$ cat src/design/smm_pkg.sv
`default_nettype none

package smm_pkg;

  localparam int MAX_DIM_DEF = 16;
  localparam int RESULT_CAP  = 16;

  localparam int SIZE_W = 5;
  localparam logic [SIZE_W-1:0] SIZE_RESET = 5'd16;

  localparam logic signed [47:0] ACC_MAX = 48'sh7FFF_FFFF_FFFF;
  localparam logic signed [47:0] ACC_MIN = 48'sh8000_0000_0000;

  typedef enum logic [1:0] {
    OP_WR_A = 2'd0,
    OP_WR_B = 2'd1,
    OP_PROD = 2'd2
  } op_t;

  typedef enum logic [1:0] {
    ST_IDLE,
    ST_FEED,
    ST_DRAIN,
    ST_UNLOAD
  } state_t;

  // one term of the dot product, travelling along the chain
  typedef struct packed {
    logic               valid;
    logic               first;
    logic               last;
    logic [3:0]         k;
    logic signed [15:0] a;
  } tok_t;

  typedef struct packed {
    logic               en;
    logic [3:0]         row;
    logic [3:0]         col;
    logic signed [15:0] data;
  } bwr_t;

  typedef struct packed {
    logic load;
    logic shift;
  } cell_ctl_t;

  typedef struct packed {
    logic signed [47:0] value;
    logic               sat;
  } res_t;

endpackage

`default_nettype wire

$ cat src/design/smm_ctrl.sv
`default_nettype none

module smm_ctrl #(
  parameter int NCELL = smm_pkg::RESULT_CAP
) (
  input  wire logic                       clk,
  input  wire logic                       rst_n,
  input  wire logic [smm_pkg::SIZE_W-1:0] active_size,
  input  wire logic                       in_valid,
  output      logic                       in_stall,
  input  wire logic [1:0]                 in_operation,
  input  wire logic [3:0]                 in_row_index,
  input  wire logic [3:0]                 in_col_index,
  input  wire logic signed [15:0]         in_element_value,
  output      smm_pkg::tok_t              tok_out,
  output      smm_pkg::bwr_t              bwr,
  output      smm_pkg::cell_ctl_t         ctl,
  input  wire logic [NCELL-1:0]           done_v,
  output      logic                       out_valid,
  input  wire logic                       out_stall,
  output      logic [3:0]                 out_col,
  output      logic                       out_last
);

  localparam int IDX_W = $clog2(NCELL);
  localparam int SW    = smm_pkg::SIZE_W;

  // left matrix, rows and columns below NCELL
  logic signed [15:0] amem [NCELL][NCELL];

  smm_pkg::state_t    state_r, state_nxt;
  logic [IDX_W-1:0]   row_r, row_nxt;
  logic [IDX_W-1:0]   k_r, k_nxt;
  logic [IDX_W-1:0]   col_r, col_nxt;
  logic               tok_v_r;
  logic               tok_first_r, tok_last_r;
  logic [IDX_W-1:0]   tok_k_r;
  logic signed [15:0] a_rd_r;

  logic [SW-1:0]      n_eff, n_m1;
  logic               in_range, row_ok, k_last, col_last, wr_a;
  smm_pkg::op_t       op;

  always_comb begin
    if (active_size == '0) begin
      n_eff = SW'(1);
    end else if (active_size > SW'(NCELL)) begin
      n_eff = SW'(NCELL);
    end else begin
      n_eff = active_size;
    end
    n_m1     = n_eff - SW'(1);
    in_range = ({1'b0, in_row_index} < SW'(NCELL)) && ({1'b0, in_col_index} < SW'(NCELL));
    row_ok   = {1'b0, in_row_index} < n_eff;
    k_last   = SW'(k_r) == n_m1;
    col_last = SW'(col_r) == n_m1;
    op       = smm_pkg::op_t'(in_operation);
  end

  always_comb begin
    state_nxt = state_r;
    row_nxt   = row_r;
    k_nxt     = k_r;
    col_nxt   = col_r;
    in_stall  = 1'b1;
    out_valid = 1'b0;
    ctl       = '0;
    wr_a      = 1'b0;
    bwr.en    = 1'b0;
    bwr.row   = in_row_index;
    bwr.col   = in_col_index;
    bwr.data  = in_element_value;
    unique case (state_r)
      smm_pkg::ST_IDLE: begin
        in_stall = 1'b0;
        if (in_valid) begin
          unique case (op)
            smm_pkg::OP_WR_A: wr_a   = in_range;
            smm_pkg::OP_WR_B: bwr.en = in_range;
            smm_pkg::OP_PROD: begin
              if (row_ok) begin
                row_nxt   = in_row_index[IDX_W-1:0];
                k_nxt     = '0;
                state_nxt = smm_pkg::ST_FEED;
              end
            end
            default: ;
          endcase
        end
      end
      smm_pkg::ST_FEED: begin
        if (k_last) begin
          state_nxt = smm_pkg::ST_DRAIN;
        end else begin
          k_nxt = IDX_W'(k_r + 1'b1);
        end
      end
      smm_pkg::ST_DRAIN: begin
        if (done_v[n_m1[IDX_W-1:0]]) begin
          ctl.load  = 1'b1;
          col_nxt   = '0;
          state_nxt = smm_pkg::ST_UNLOAD;
        end
      end
      smm_pkg::ST_UNLOAD: begin
        out_valid = 1'b1;
        if (!out_stall) begin
          ctl.shift = 1'b1;
          if (col_last) begin
            state_nxt = smm_pkg::ST_IDLE;
          end else begin
            col_nxt = IDX_W'(col_r + 1'b1);
          end
        end
      end
      default: state_nxt = smm_pkg::ST_IDLE;
    endcase
  end

  always_ff @(posedge clk) begin
    if (!rst_n) begin
      state_r <= smm_pkg::ST_IDLE;
      row_r   <= '0;
      k_r     <= '0;
      col_r   <= '0;
      tok_v_r <= 1'b0;
    end else begin
      state_r <= state_nxt;
      row_r   <= row_nxt;
      k_r     <= k_nxt;
      col_r   <= col_nxt;
      tok_v_r <= state_r == smm_pkg::ST_FEED;
    end
  end

  always_ff @(posedge clk) begin
    if (wr_a) begin
      amem[in_row_index[IDX_W-1:0]][in_col_index[IDX_W-1:0]] <= in_element_value;
    end
    a_rd_r      <= amem[row_r][k_r];
    tok_first_r <= k_r == '0;
    tok_last_r  <= k_last;
    tok_k_r     <= k_r;
  end

  always_comb begin
    tok_out.valid = tok_v_r;
    tok_out.first = tok_first_r;
    tok_out.last  = tok_last_r;
    tok_out.k     = 4'(tok_k_r);
    tok_out.a     = a_rd_r;
  end

  assign out_col  = 4'(col_r);
  assign out_last = col_last;

endmodule

`default_nettype wire

$ cat config.mk
export PLATFORM = sky130hd
export DESIGN_NAME = smm_ctrl
export DESIGN_NICKNAME = d
export VERILOG_FILES = /design/src/design/smm_pkg.sv /design/src/design/smm_ctrl.sv
export SDC_FILE = /design/constraint.sdc
export NUM_CORES = 2
export LEC_CHECK = 0
export BUFFER_PORTS_ARGS = -buffer_cell sky130_fd_sc_hd__buf_2
export CORE_MARGIN = 1
export CORE_UTILIZATION = 50
export CTS_BUF_LIST = sky130_fd_sc_hd__clkbuf_8
export DETAILED_ROUTE_END_ITERATION = 10
export GPL_ROUTABILITY_DRIVEN = 0
export MAX_ROUTING_LAYER = met4
export PLACE_DENSITY = 0.77
export SLEW_MARGIN = 30
export SYNTH_ARGS = -nofsm -noshare
export SYNTH_HDL_FRONTEND = slang
export SYNTH_SLANG_ARGS = --single-unit
$ cat constraint.sdc
create_clock -name clk -period 3.6 [get_ports clk]
set_clock_uncertainty 0.2 [all_clocks]
set_input_delay 0.36 -clock clk [delete_from_list [all_inputs] [get_ports clk]]
set_output_delay 0.36 -clock clk [all_outputs]
set_load 0.005 [all_outputs]
# ---- Word-level counts from Yosys, hierarchy flattened
# Memory sizes are Yosys's and may differ from the RTL's. A register that Yosys moved wholly into a read port is not among the register bits.
# Cells that the tools add are included.
dict set report word_totals {
  mem_count 1
  ramBits 4096
  reg_bits 37
  output_inout_bits 57
}
# memory words word_bits rd rd_ports_with_merged_regs wr line
set memory_table {}
lappend memory_table {amem 16 256 1 1 1 smm_ctrl.sv:29} ;# logic signed [15:0] amem [NCELL][NCELL];
dict set report op_classes {
  n_addsub 3
  n_reduce_logical 11
  n_eq_ne 16
  n_mux 42
  n_bitwise 2
  magnitude_cmp 6
}
# cell n
set ops {}
lappend ops {{$mux W256} 1}
lappend ops {{$bmux W16 S4} 1}
lappend ops {{$demux W16 S4} 1}
lappend ops {{$mux W16} 3}
lappend ops {{$mux W4} 9}
lappend ops {{$ne A2 B2 Y1 const B} 8}
lappend ops {{$pmux W4 S2} 2}
lappend ops {{$mux W1} 14}
lappend ops {{$mux W2} 7}
lappend ops {{$eq A4 B5 Y1} 2}
lappend ops {{$ge A5 B5 Y1 const B} 2}
lappend ops {{$mux W5} 2}
lappend ops {{$not A4 Y5} 2}
lappend ops {{$add A4 B1 Y4 const B} 2}
lappend ops {{$pmux W2 S4} 1}
lappend ops {{$reduce_and A4 Y1} 2}
lappend ops {{$reduce_and A7 Y1} 1}
lappend ops {{$eq A2 B2 Y1 const B} 3}
lappend ops {{$gt A5 B5 Y1 const B} 1}
lappend ops {{$logic_not A5 Y1} 1}
lappend ops {{$lt A4 B5 Y1} 1}
lappend ops {{$lt A4 B5 Y1 const B} 1}
lappend ops {{$lt A5 B1 Y1 const B} 1}
lappend ops {{$reduce_and A5 Y1} 1}
lappend ops {{other kinds (8)} 11}

# ---- Logic depth before layout (Yosys ltp)
dict set report depth {
  word_depth 8
  ltp_mapped 14
  mapped_depth_nobuf 11
}

# ---- Worst setup path before layout
# No wires, ideal clock.
dict set report synth_timing {
  kind {reg2reg}
  start {reg state_r[0]}
  end {mem amem[0][48] (netlist name), enable pin}
  path_stages_with_launch 9
  t_required_ns 3.012
  path_buffers 1
  path_slack_ns 0.571
  synth_period_minus_slack_ns 3.029
  arrival_time_ns 2.441
  path_cell_list {dfxtp_1 > inv_1 > ha_1 > nand2_1 > nor3_1 > nor3b_1 > nand3_1 > clkbuf_1 > nor2_1}
}
dict set report synth_via {
  elab_chain_len 4
}
# element line
set synth_rtl {}
lappend synth_rtl {{start, declared} smm_ctrl.sv:31} ;# smm_pkg::state_t state_r, state_nxt;
lappend synth_rtl {{start signal, assigned} smm_ctrl.sv:122} ;# state_r <= smm_pkg::ST_IDLE;
lappend synth_rtl {{start signal, assigned} smm_ctrl.sv:128} ;# state_r <= state_nxt;
lappend synth_rtl {{$logic_not A2 Y1} smm_ctrl.sv:73} ;# unique case (state_r)
lappend synth_rtl {{$mux W1} smm_ctrl.sv:73}
lappend synth_rtl {{$mux W1} smm_ctrl.sv:137} ;# if (wr_a) begin
lappend synth_rtl {{$mux W256 (implied by the code)} smm_ctrl.sv:138} ;# amem[in_row_index[IDX_W-1:0]][in_col_index[IDX_W-1:0]] <= in_element_value;
lappend synth_rtl {{end, declared} smm_ctrl.sv:29}
# Every way passes these cells.

==> impl_metrics.ini <==
[yosys]
synth_seq_cells = 4137
synth_cells = 7466
ys_types = 70
synth-async-reset-ratio_pct = 0
synth_top_area_share_pct = 77.1
synth_top_area_cell = edfxtp_1
synth_warnings = 0
syn_nets = 7529
syn_area_mm2 = 0.160
synth_enable_flop_cells = 4096
ys.flop_type = edfxtp_1
syn_avg_cell_area_um2 = 21.4
synth.area.top_cells = edfxtp_1, mux4_2, mux2i_1, a22oi_1, a221oi_1
seq_area_frac_synth_pct = 77.6

[grt]
grt_pass1_vias = 86000
use_met1_pct = 34.5
grt_max_degree = 133
track_usage_pct = 27.7
grt_overflow = 0
grt_use_met2_pct = 41.9
grt_pass1_wl_mm = 615
antenna_found_initial = 27
grt-busiest-layer = met2
gr-usage-met3_pct = 7.64

[final_layout]
final_core_util_pct = 58.0
fin_nets = 8748
fillCellCount = 21400
fin_cells = 13400
layout_commonest_cell = edfxtp_1
final_cell_mix = edfxtp_1, mux4_2, buf_4
ff_latch_area_mm2 = 0.124
final_area_mm2 = 0.184
syn_to_final_growth_pct = 15.5
multi_input_area_mm2 = 0.0337
drive_above_1_share_pct = 29.9

[detailed_routing]
num_vias = 86000
wl_mm = 440
drc = 0
drt-pass1-iter-count = 8
wire_per_inst_um = 33.0
drt_iter0_drc = 13800
ant_nets = 0
vias_per_cell = 6.44

[timing]
finalSetupViolCount = 4
slew_viol_final = 0
maxSlewHeadroom_pct = 25.1
worst_pin_slew_ns = 1.12
fin_hold_ws_ns = 0.0841
tns_ns = -0.153
min_period_ns = 3.65
fmax_mhz = 274
hold_violations = 0
period_share_pct = 101
worst_slack_ns = -0.0518
rsz0062_at_grt = true

[job]
cap_viol_max_count = 0

[placement]
post_dp_cell_area_mm2 = 0.171
preCtsSetupSlack_ns = -0.872
numPlacedInstances = 12100
io_buffers = 107
dp_hpwl_mm = 267

[critical_path]
critPathKind = reg2reg
rr_worst_depth = 9
critical_path.startpoint_type = register
required_ns = 4.35
cp-end-kind = register
worst-path-max-fanout = 43
cp_data_arrival_time_ns = 4.41

[power_and_ir_drop]
ir_drop_mv = 0.442
p_per_area_mw_per_mm2 = 512
total_power_mw = 94.2
p_leak_nw = 57.8

[floorplan]
die_h_um = 567
rows = 207
initial_core_util_pct = 50.2
ioPinCount = 108
die_w_um = 567
fp.coreArea_mm2 = 0.318
dieArea_mm2 = 0.321

[clocking]
root_buffer = clkbuf_8
insertion_delay_ns = 1.12
cts_tree = done
cts_buffers = 631
clk_path_buf_depth = 4
clk_pin_slew_ns = 0.07
htree_levels = 6
cts_sinks = 4137

[status]
violations = setup timing
status = finished with violations

[min_path]
min_path_cells = 5
hold_class = in2reg
-- critical path, stage by stage, from the launching register on --
cell	delay, ns
dfxtp_4	0.53
buf_16	0.29
buf_16	0.28
mux4_2	0.39
mux4_2	0.51
a22oi_2	0.44
nand2_2	0.13
nor3_4	0.34
buf_4	0.18
o21ai_1	0.05
-- report_power, final --
part           total, mW  switching, mW  internal (mW)
sequential          53.1          0.138           53.0
clock               35.3           18.1           17.2
combinational       5.83           3.66           2.17
-- Yosys cell counts, types with 18 or more instances --
library cell,n
a221o_1,34
buf_2,87
clkbuf_1,178
a211oi_1,24
a31oi_1,18
mux2i_1,469
nor2_1,331
edfxtp_1,4096
nand3_1,57
a221oi_1,143
o22ai_1,23
dfxtp_1,41
nor3_1,31
o21ai_0,113
nand2_1,150
mux4_2,849
buf_6,48
nor2b_1,22
buf_1,31
a22oi_1,192
buf_4,110
a21oi_1,169
mux2_2,21
o31ai_1,23
-- logic make-up after synthesis --
family	share of synthesized area (%)
AO/OA/AOI/OAI	3.70
XOR/XNOR	0.0557
adder cells (fa/ha/maj)	0.0941
buffers and inverters	1.69
flip-flops	77.6
multiplexers	15.1
AND/OR/NAND/NOR	1.78
-- worst paths after layout --
kind / startpoint / endpoint / slack [ns]
setup / recovery: register / a_rd_r[13] / -0.05
hold / removal: rst_n / out_col[2] / 0.08
setup reg to reg: register / a_rd_r[13] / -0.05
hold reg to reg: state_r[0] / state_r[0] / 0.33
-- sequential cells by signal, indices dropped and copies added, names as in the netlist, named ones only --
| register | cells |
|---|---|
| a_rd_r | 16 |
| amem | 4096 |
| k_r | 4 |
| out_col | 4 |
| row_r | 4 |
| state_r | 2 |
| tok_first_r | 1 |
| tok_k_r | 4 |
| tok_last_r | 1 |
| tok_v_r | 1 |
-- metal layers --
metal / wire length, um / share of wire, % / vias to the layer above
li1: - / - / 34000
met1: 148000 / 34 / 43900
met2: 207000 / 47 / 6830
met3: 60500 / 14 / 1168
met4: 24600 / 5.6 / 0
met5: 0 / 0 / -
-- what timing repair did --
action	in CTS	in global routing
hold buffers	38	0
resized for setup	85	95
hold endpoints to repair	2719	0
gates cloned	9	9
setup buffers	27	55
pin swaps	13	19
setup endpoints to repair	15	52
-- final cells by class --
class	instances	share of cell area, %
antenna	28	0.0380
clock inverter	448	1.19
inverter	17	0.0414
timing repair buffer	1042	5.54
multi-input combinational	2856	18.3
clock buffer	650	4.86
tap	4180	2.84
sequential	4137	67.2
No activity file was read; power rests on OpenSTA's default activity.
