## config.mk

```make
export PLATFORM = sky130hd
export DESIGN_NAME = smm_cell
export DESIGN_NICKNAME = d
export VERILOG_FILES = /design/src/design/smm_pkg.sv /design/src/design/smm_cell.sv
export SDC_FILE = /design/constraint.sdc
export NUM_CORES = 1
export LEC_CHECK = 0
export ABC_AREA = 1
export BUFFER_PORTS_ARGS = -buffer_cell sky130_fd_sc_hd__clkbuf_2
export CORE_MARGIN = 2
export CORE_UTILIZATION = 54
export DETAILED_ROUTE_END_ITERATION = 8
export PLACE_DENSITY_LB_ADDON = 0.25
export SLEW_MARGIN = 0
export SYNTH_ARGS = -nofsm -noshare
export SYNTH_HDL_FRONTEND = slang
export SYNTH_SLANG_ARGS = --single-unit
```

## constraint.sdc

```tcl
create_clock -name clk -period 7 [get_ports clk]
set_input_delay 0.7 -clock clk [delete_from_list [all_inputs] [get_ports clk]]
set_output_delay 0.7 -clock clk [all_outputs]
set_load 0.03 [all_outputs]
```

## src/design/smm_pkg.sv

```systemverilog
`default_nettype none

package smm_pkg;

  localparam int MAX_DIM_DEF = 16;
  localparam int RESULT_CAP  = 16;

  localparam int SIZE_W = 5;
  localparam logic [SIZE_W-1:0] SIZE_RESET = 5'd16;

  localparam logic signed [47:0] ACC_MAX = 48'sh7FFF_FFFF_FFFF;
  localparam logic signed [47:0] ACC_MIN = 48'sh8000_0000_0000;

  typedef enum logic [1:0] {
    OP_WR_A = 2'd0,
    OP_WR_B = 2'd1,
    OP_PROD = 2'd2
  } op_t;

  typedef enum logic [1:0] {
    ST_IDLE,
    ST_FEED,
    ST_DRAIN,
    ST_UNLOAD
  } state_t;

  // one term of the dot product, travelling along the chain
  typedef struct packed {
    logic               valid;
    logic               first;
    logic               last;
    logic [3:0]         k;
    logic signed [15:0] a;
  } tok_t;

  typedef struct packed {
    logic               en;
    logic [3:0]         row;
    logic [3:0]         col;
    logic signed [15:0] data;
  } bwr_t;

  typedef struct packed {
    logic load;
    logic shift;
  } cell_ctl_t;

  typedef struct packed {
    logic signed [47:0] value;
    logic               sat;
  } res_t;

endpackage

`default_nettype wire

```

## src/design/smm_cell.sv

```systemverilog
`default_nettype none

module smm_cell #(
  parameter int NCELL = smm_pkg::RESULT_CAP,
  parameter int COL   = 0
) (
  input  wire logic              clk,
  input  wire logic              rst_n,
  input  wire smm_pkg::bwr_t     wr,
  input  wire smm_pkg::tok_t     tok_in,
  output      smm_pkg::tok_t     tok_out,
  input  wire smm_pkg::cell_ctl_t ctl,
  input  wire smm_pkg::res_t     res_in,
  output      smm_pkg::res_t     res_out,
  output      logic              done
);

  localparam int IDX_W = $clog2(NCELL);

  // column COL of the right matrix
  logic signed [15:0] bmem [NCELL];

  logic               v1_r, first1_r, last1_r;
  logic [3:0]         k1_r;
  logic signed [15:0] a1_r, b1_r;
  logic               v2_r, first2_r, last2_r;
  logic signed [31:0] prod_r;
  logic signed [47:0] acc_r, acc_nxt;
  logic               sat_r, sat_nxt;
  logic               done_r;
  smm_pkg::res_t      res_r;

  logic signed [47:0] acc_base;
  logic signed [48:0] sum;
  logic               clip_hi, clip_lo;

  always_comb begin
    acc_base = first2_r ? 48'sd0 : acc_r;
    sum      = 49'(acc_base) + 49'(prod_r);
    clip_hi  = sum > 49'(smm_pkg::ACC_MAX);
    clip_lo  = sum < 49'(smm_pkg::ACC_MIN);
    if (clip_hi) begin
      acc_nxt = smm_pkg::ACC_MAX;
    end else if (clip_lo) begin
      acc_nxt = smm_pkg::ACC_MIN;
    end else begin
      acc_nxt = sum[47:0];
    end
    sat_nxt = (first2_r ? 1'b0 : sat_r) | clip_hi | clip_lo;
  end

  always_ff @(posedge clk) begin
    if (!rst_n) begin
      v1_r   <= 1'b0;
      v2_r   <= 1'b0;
      done_r <= 1'b0;
    end else begin
      v1_r   <= tok_in.valid;
      v2_r   <= v1_r;
      done_r <= v2_r && last2_r;
    end
  end

  always_ff @(posedge clk) begin
    if (wr.en && wr.col == 4'(COL)) begin
      bmem[wr.row[IDX_W-1:0]] <= wr.data;
    end
    b1_r     <= bmem[tok_in.k[IDX_W-1:0]];
    a1_r     <= tok_in.a;
    k1_r     <= tok_in.k;
    first1_r <= tok_in.first;
    last1_r  <= tok_in.last;
    prod_r   <= a1_r * b1_r;
    first2_r <= first1_r;
    last2_r  <= last1_r;
    if (v2_r) begin
      acc_r <= acc_nxt;
      sat_r <= sat_nxt;
    end
    if (ctl.load) begin
      res_r.value <= acc_r;
      res_r.sat   <= sat_r;
    end else if (ctl.shift) begin
      res_r <= res_in;
    end
  end

  always_comb begin
    tok_out.valid = v1_r;
    tok_out.first = first1_r;
    tok_out.last  = last1_r;
    tok_out.k     = k1_r;
    tok_out.a     = a1_r;
  end

  assign res_out = res_r;
  assign done    = done_r;

endmodule

`default_nettype wire

```

# Yosys cells after proc, flatten, opt, wreduce, memory -nomap -nowiden

Memory sizes are Yosys's and may differ from the RTL's. A register that Yosys moved wholly into a read port is not among the register bits.
Cells that the tools add are included.

Register bits: 157
Memory bits (writable): 256
Input port bits: 101
Output and inout port bits: 73
Word-level logic and storage cells: 32
Memories: 1

Add/sub/neg operators: 1
Multipliers: 1
Magnitude comparators: 2
Mux-type cells: 7
Bitwise operators: 2
Reductions and logical operators: 4

Memory list:

| memory | depth | bits a word | rd ports | clocked after memory_dff | write ports | line           | RTL |
|---|---|---|---|---|---|---|---|
| bmem   | 16    | 16          | 1        | 1                        | 1           | smm_cell.sv:21 | `logic signed [15:0] bmem [NCELL];` |

Operator list:

| cell                                                            | count |
|---|---|
| 2-to-1 mux 49 bit                                               | 2 |
| 2-to-1 mux 48 bit                                               | 2 |
| adder 48 x 32 -> 49 bit                                         | 1 |
| greater-than comparator 49 x 48 -> 1 bit, second input constant | 1 |
| < comparator 49 x 48 -> 1 bit, second input constant            | 1 |
| multiplier 16 x 16 -> 32 bit                                    | 1 |
| zero test 4 bit                                                 | 1 |
| 2-to-1 mux 1 bit                                                | 3 |
| logical AND 1 bit                                               | 2 |
| OR 1 bit                                                        | 2 |
| nonzero test 2 bit                                              | 1 |

# Logic depth before layout (Yosys ltp)

Gate-level depths: netlist of the first run.

Depth in word-level cells: 5
Gate-level depth with buffers: 26
Depth with buffers taken out: 24

# Worst setup path after synthesis of the first run

OpenSTA, ideal clock, no wires.

Path kind: flip-flop to flip-flop
From: reg a1_r[15]
To: reg prod_r[25]
Library setup time: 0.072 ns
Data arrival time: 5.625 ns
Required time: 6.928 ns
Slack: 1.304 ns
Cell stages (with the launch flop): 22
Path buffers: 1
Clock period less this slack: 5.696 ns
Path through: dfxtp_1 > clkbuf_1 > nand2_1 > inv_1 > fa_1 > fa_1 > fa_1 > fa_1 > fa_1 > inv_1 > fa_1 > inv_1 > ha_1 > nand2_1 > inv_1 > nand2_1 > nor3_1 > nand4_1 > nand3_1 > nand3_1 > nand2_1 > xor2_1

Longest elaborated chain between the ends: 1

RTL lines:

| item                         | line           | RTL |
|---|---|---|
| start, declared              | smm_cell.sv:25 | `logic signed [15:0] a1_r, b1_r;` |
| start signal, assigned       | smm_cell.sv:69 | `a1_r <= tok_in.a;` |
| multiplier 16 x 16 -> 32 bit | smm_cell.sv:73 | `prod_r <= a1_r * b1_r;` |
| end signal, assigned         | smm_cell.sv:73 |  |
| end, declared                | smm_cell.sv:27 | `logic signed [31:0] prod_r;` |

Every way passes these cells.
A chain may end at the register's enable or synchronous reset.

# Final worst setup path of the first run

From: reg b1_r[1], read port of bmem
To: reg prod_r[29]

Longest elaborated chain between the ends: 1

RTL lines:

| item                         | line |
|---|---|
| start, declared              | smm_cell.sv:25 |
| multiplier 16 x 16 -> 32 bit | smm_cell.sv:73 |

Every way passes these cells.

==> results of run 1 <==
==> state kept, by name (all words and copies together), names as in the netlist, 4 cells and up <==
register	cells
bmem	256
res_out	49
a1_r	16
k1_r	4
b1_r	16
acc_r	48
prod_r	32
==> cell usage in the layout (no fill, tap or decap), drive strengths merged, types with 4 or more instances in the layout <==
cell,Yosys,layout
nand2,828,828
inv,774,776
edfxtp,354,354
fa,263,263
clkbuf,99,235
nor2,177,177
o21ai,160,160
a21oi,147,147
ha,130,130
dfxtp,75,75
nand3,72,72
o211ai,65,65
mux2i,64,64
xor2,45,45
buf,31,35
nand4,31,31
xnor2,21,21
nor3,17,17
clkinv,1,17
o21bai,13,13
or2,7,7
a21o,5,5
and2,4,4
clkinvlp,0,4
==> worst paths after layout <==
check / startpoint / end / slack [ns]
hold reg to reg: first1_r$_DFF_P_ / first2_r$_DFF_P_ / 0.35
setup / recovery: b1_r[1]$_DFF_P_ / prod_r[29]$_DFF_P_ / 0.62
setup reg to reg: b1_r[1]$_DFF_P_ / prod_r[29]$_DFF_P_ / 0.62
hold / removal: tok_in[11] / a1_r[11]$_DFF_P_ / 0.18
==> area by class of cell <==
type                       count  area share [%]
clock buffer                  63           3.806
clock inverter                25          0.7568
inverter                     775           8.668
multi-input combinational   2060           44.44
sequential                   429           36.16
tap                          756           2.818
timing repair buffer         207           3.359
==> per-layer routing <==
metal,track usage [%],wire (microns)
met1,35.21,32180
met2,45.06,36460
met3,3.618,4066
met4,7.764,2174
met5,0,0
==> cells by family after synthesis <==
kind of cell / count (synthesis) / synth area share, %
AO/OA/AOI/OAI: 397 / 7.259
flip-flops: 429 / 39.79
XOR/XNOR: 66 / 1.896
buffers and inverters: 905 / 11.36
AND/OR/NAND/NOR: 1140 / 14.99
multiplexers: 64 / 2.101
adder cells (fa/ha/maj): 393 / 22.60
==> worst reg2reg max path: stages (launching register included) <==
cell and delay, ns:
dfxtp_1 0.79, nand2_1 0.22, inv_1 0.16, fa_1 0.53, fa_1 0.86, inv_1 0.13
fa_1 0.43, fa_1 0.54, inv_1 0.05, fa_1 0.55, fa_1 0.41, ha_1 0.41
nand2_1 0.15, nor4_1 0.38, nand4_1 0.15, o21ai_0 0.37, xor2_1 0.17
==> metrics by stage <==
step | setup slack [ns] | util (%)
2_1_floorplan | 1.304 | -
3_3_place_gp | 0.9212 | 57.13
3_5_place_dp | 0.7317 | 57.13
4_1_cts | 0.6864 | 59.87
5_1_grt | 0.2248 | 59.87
6_report | 0.6250 | 59.87
==> results.md, run 1 <==
- Synth top area share: 34.86%
- Vias: 22200
- Total die area: 58380 sq um
- Top-count cell post-synth: nand2_1
- Ant. Diodes: 0
- Clock root cell: clkbuf_16
- Worst-path clk slew: 0.07 ns
- Top cells by count, synth: nand2_1 (817), inv_1 (769), edfxtp_1 (354)
- Post-route cell area: 33560 sq um
- Worst path slowest cell: fa_1
- Drt via density: 5.144
- Most frequent CP cell: fa_1
- Syn Area/Cell: 8.984 sq um
- YS warnings: 0
- Primary FF master, synth: edfxtp_1
- Ranking of synthesized cells by area: edfxtp_1 (35%), fa_1 (17%), nand2_1 (10%), inv_1 (9.5%), ha_1 (5.3%)
- Cells after DPL: 4227
- WP data required: 7.55 ns
- Synthesized flop and latch total: 429
- Crit start category: register
- Data arrival time of the worst path: 6.92 ns
- Vias in the first global route: 22710
- DRC viols: 0
- GRT Total Usage: 26.39%
- Dpl hpwl: 55350 microns
- Number of gates resized after CTS: 0
- Register area share after synthesis: 39.79%
- Synth unique cells: 40
- Post-CTS Setup Inserts: 0
- Cell taking the most area after synthesis: edfxtp_1
- RePlAce Congestion: 0.9846
- Pins Over Slew Limit: 0
- Hold path depth: 1
- Initial Util: 54.39%
- Crit path time final: 6.375 ns
- Crit path cell chain: nand2_1 > inv_1 > fa_1 > fa_1 > inv_1 > fa_1 > fa_1 > inv_1 > fa_1 > fa_1 > ha_1 > nand2_1 > nor4_1 > nand4_1 > o21ai_0 > xor2_1
- Slowest stage delay, CP: 0.86 ns
- Clock skew: 0.03184 ns
- Max Fanout on Critical Path: 16
- FF-to-FF path depth: 16
- Placed Area: 32030 sq um
- Fill cell count: 4937
- Register area: 12130 sq um
- Routed WL: 74880 microns
- Slew HR: 29.09%
- NumNets Final: 4014
- Share of flip-flops with an asynchronous set or reset: 0%
- Final hold viol count: 0
- Chip height: 241.6 microns
- IO buf count: 173
- Final setup vio count: 0
- Syn Std Cell Area: 30490 sq um
- Levels on crit path: 16
- I/O pin count: 174
- Multi-input gate area: 14910 sq um
- Initial DRC Count: 1600
- CTS hold repair buffers: 0
- RSZ-0062 raised after global routing: false
- Cells after synthesis: 3394
- CTS tree: done
- First-pass GRT wire length: 121200 microns
- Synth-to-Final Area Change: 10.07%
- Setup TNS: 0 ns
- WS Path Type: reg -> reg
- Pin count of the biggest net entering global routing: 104
- CP Capture Type: register
- Cts bufs inserted: 47
- H-Tree Depth: 2
- Initial antenna violation count: 0
- Core box area: 56060 sq um
- Post-route ant nets: 0
- Share of cells above drive strength 1: 8.991%
- Grt total ovfl: 0
- Max cap viols: 0
- Fin cells: 4315
- Fmax: 156.9 MHz
- Skew-Pair Late Insertion Delay: 0.61 ns
- Slew @ Worst Pin: 1.060 ns
- Cell Rows: 87
- Crit path buf inv count: 3
- Post-synth EDFFs: 354
- Fin crit share: 91.07%
- Outcome: finished, final reports clean
- Clock Path Buffers: 3
- Drt first pass iters: 5
- Worst hold path class: in -> reg
- Die X: 241.6 microns
- Syn Nets: 3888
- Routed length per instance: 17.35 microns
- Worst hold slack: 0.1797 ns
- Clk sink count: 429
- Top Family by Delay on Critical Path: adder cells
Power of run 1 is not shown: default switching activity piles up to over one toggle a cycle in this logic, so the estimate is an artifact.
==> run 2, diff against run 1 <==
clock period = 8.15 ns   (was 7 ns; I/O delays follow)
==> results.md, run 2 (synthesized netlist as in run 1, its figures left out) <==
- CTS hold repair buffers: 0 (unchanged)
- Fmax: 157.8 MHz (+0.61%)
- Clock root cell: clkbuf_16
- Fin crit share: 77.75% (-13 points)
- Worst r2r src: b1_r[1]$_DFF_P_
- Most common cell after layout, fill and taps aside: nand2_1
- Final hold viol count: 0 (unchanged)
- Fin cells: 4307 (-0.19%)
- Pin count of the biggest net entering global routing: 102 (-1.9%)
- Post-route ant nets: 0 (unchanged)
- Pins Over Slew Limit: 0 (unchanged)
- Number of gates resized after CTS: 0 (unchanged)
- Worst hold path class: in -> reg
- Max Fanout on Critical Path: 16 (unchanged)
- Initial DRC Count: 1855 (+16%)
- CP Capture Type: register
- WP data required: 8.68 ns (+1.13 ns)
- RSZ-0062 raised after global routing: false
- Grt total ovfl: 0 (unchanged)
- Vias in the first global route: 22210 (-2.2%)
- Data arrival time of the worst path: 6.87 ns (-0.05 ns)
- First-pass GRT wire length: 118600 microns (-2.2%)
- Skew-Pair Late Insertion Delay: 0.60 ns (about the same)
- Crit start category: register
- Clock Path Buffers: 3 (unchanged)
- Largest register FFs: 256 (unchanged)
- Worst-path clk slew: 0.06 ns (about the same)
- Chip height: 241.6 microns (unchanged)
- Cells after DPL: 4219 (-0.19%)
- Routed WL: 73860 microns (-1.4%)
- Crit path time final: 6.336 ns (-0.03867 ns)
- Final setup vio count: 0 (unchanged)
- Dpl hpwl: 54330 microns (-1.8%)
- Synth-to-Final Area Change: 9.864%
- Initial Util: 54.39% (unchanged)
- WS Path Type: reg -> reg
- Max cap viols: 0 (unchanged)
- Routed length per instance: 17.15 microns (-1.2%)
- Setup crit start: b1_r[1]$_DFF_P_
- Cts bufs inserted: 46 (-2.1%)
- Drt first pass iters: 6 (+1)
- Share of cells above drive strength 1: 8.791% (-0.20 points)
- Setup TNS: 0 ns (unchanged)
- Initial antenna violation count: 6 (+6)
- Core box area: 56060 sq um (unchanged)
- Hold Crit Start: tok_in[4]
- Drt via density: 5.155 (+0.21%)
- NumNets Final: 4005 (-0.22%)
- Clk sink count: 429 (unchanged)
- Outcome: finished, final reports clean
- CTS tree: done
- GRT Total Usage: 25.91% (-0.47 points)
- Most frequent cells in the layout: nand2_1 (817), inv_1 (768), edfxtp_1 (354)
- Vias: 22200 (+0.023%)
- Clock skew: 0.02185 ns (-0.009985 ns)
- Worst hold slack: 0.3185 ns (+0.1387 ns)
- I/O pin count: 174 (unchanged)
- DRC viols: 0 (unchanged)
- RePlAce Congestion: 0.9560 (-2.9%)
- Slew HR: 21.62% (-7.5 points)
- Total die area: 58380 sq um (unchanged)
- Die X: 241.6 microns (unchanged)
- Cell Rows: 87 (unchanged)
- IO buf count: 173 (unchanged)
- Post-CTS Setup Inserts: 0 (unchanged)
- Slew @ Worst Pin: 1.171 ns (+0.1118 ns)
- H-Tree Depth: 2 (unchanged)
[run 2: cell types whose count changed in the layout (fill, tap and decap cells not counted)]
| cell | before | now |
|---|---|---|
| inv_4 | 0 | 1 |
| diode_2 | 0 | 2 |
| clkbuf_1 | 13 | 12 |
| clkbuf_8 | 2 | 3 |
| clkinv_1 | 6 | 5 |
| inv_6 | 0 | 4 |
| clkinv_4 | 1 | 3 |
| buf_4 | 34 | 26 |
| inv_8 | 1 | 0 |
| clkinv_2 | 9 | 5 |
| clkbuf_16 | 48 | 47 |
| clkinvlp_4 | 4 | 2 |
[run 2: final cells by class]
class                           count  area, sq um
Antenna cell                        2        5.005
Clock buffer                       62         1262
Clock inverter                     24        262.8
Fill cell                        4912        22560
Inverter                          775         2909
Multi-Input combinational cell   2060        14910
Sequential cell                   429        12130
Tap cell                          756        945.9
Timing Repair Buffer              199         1067
[run 2: through the flow]
stage               area, sq um  worst slack [ns]  utilization (%)
floorplan                 30490             2.454                -
global placement          31970             2.086            57.03
detailed placement        31970             1.956            57.03
CTS                       33490             1.886            59.75
global route              33490             1.559            59.75
finish                    33500             1.814            59.76
[run 2: final timing paths]
path                        endpoint  slack, ns  depth (start not counted)
hold reg to reg      last2_r$_DFF_P_       0.35                          0
setup reg to reg  prod_r[29]$_DFF_P_       1.81                         16
setup / recovery  prod_r[29]$_DFF_P_       1.81                         16
hold / removal       a1_r[4]$_DFF_P_       0.32                          1
[run 2: per-layer routing]
metal	GRT usage, %	vias to the layer above	share of wire (%)
li1	-	10780	-
met1	33.87	10590	41
met2	43.37	673	48
met3	4.550	151	7.1
met4	9.646	6	3.5
met5	0	-	0.049
[run 2: worst max-delay path: stages (launching register included)]
cell	delay (ns)
dfxtp_1	0.77
nand2_1	0.21
inv_1	0.17
fa_1	0.53
fa_1	0.83
inv_1	0.12
fa_1	0.43
fa_1	0.54
inv_1	0.06
fa_1	0.55
fa_1	0.41
ha_1	0.41
nand2_1	0.15
nor4_1	0.36
nand4_1	0.17
o21ai_0	0.37
xor2_1	0.18
Power of run 2 is left out for the same reason.
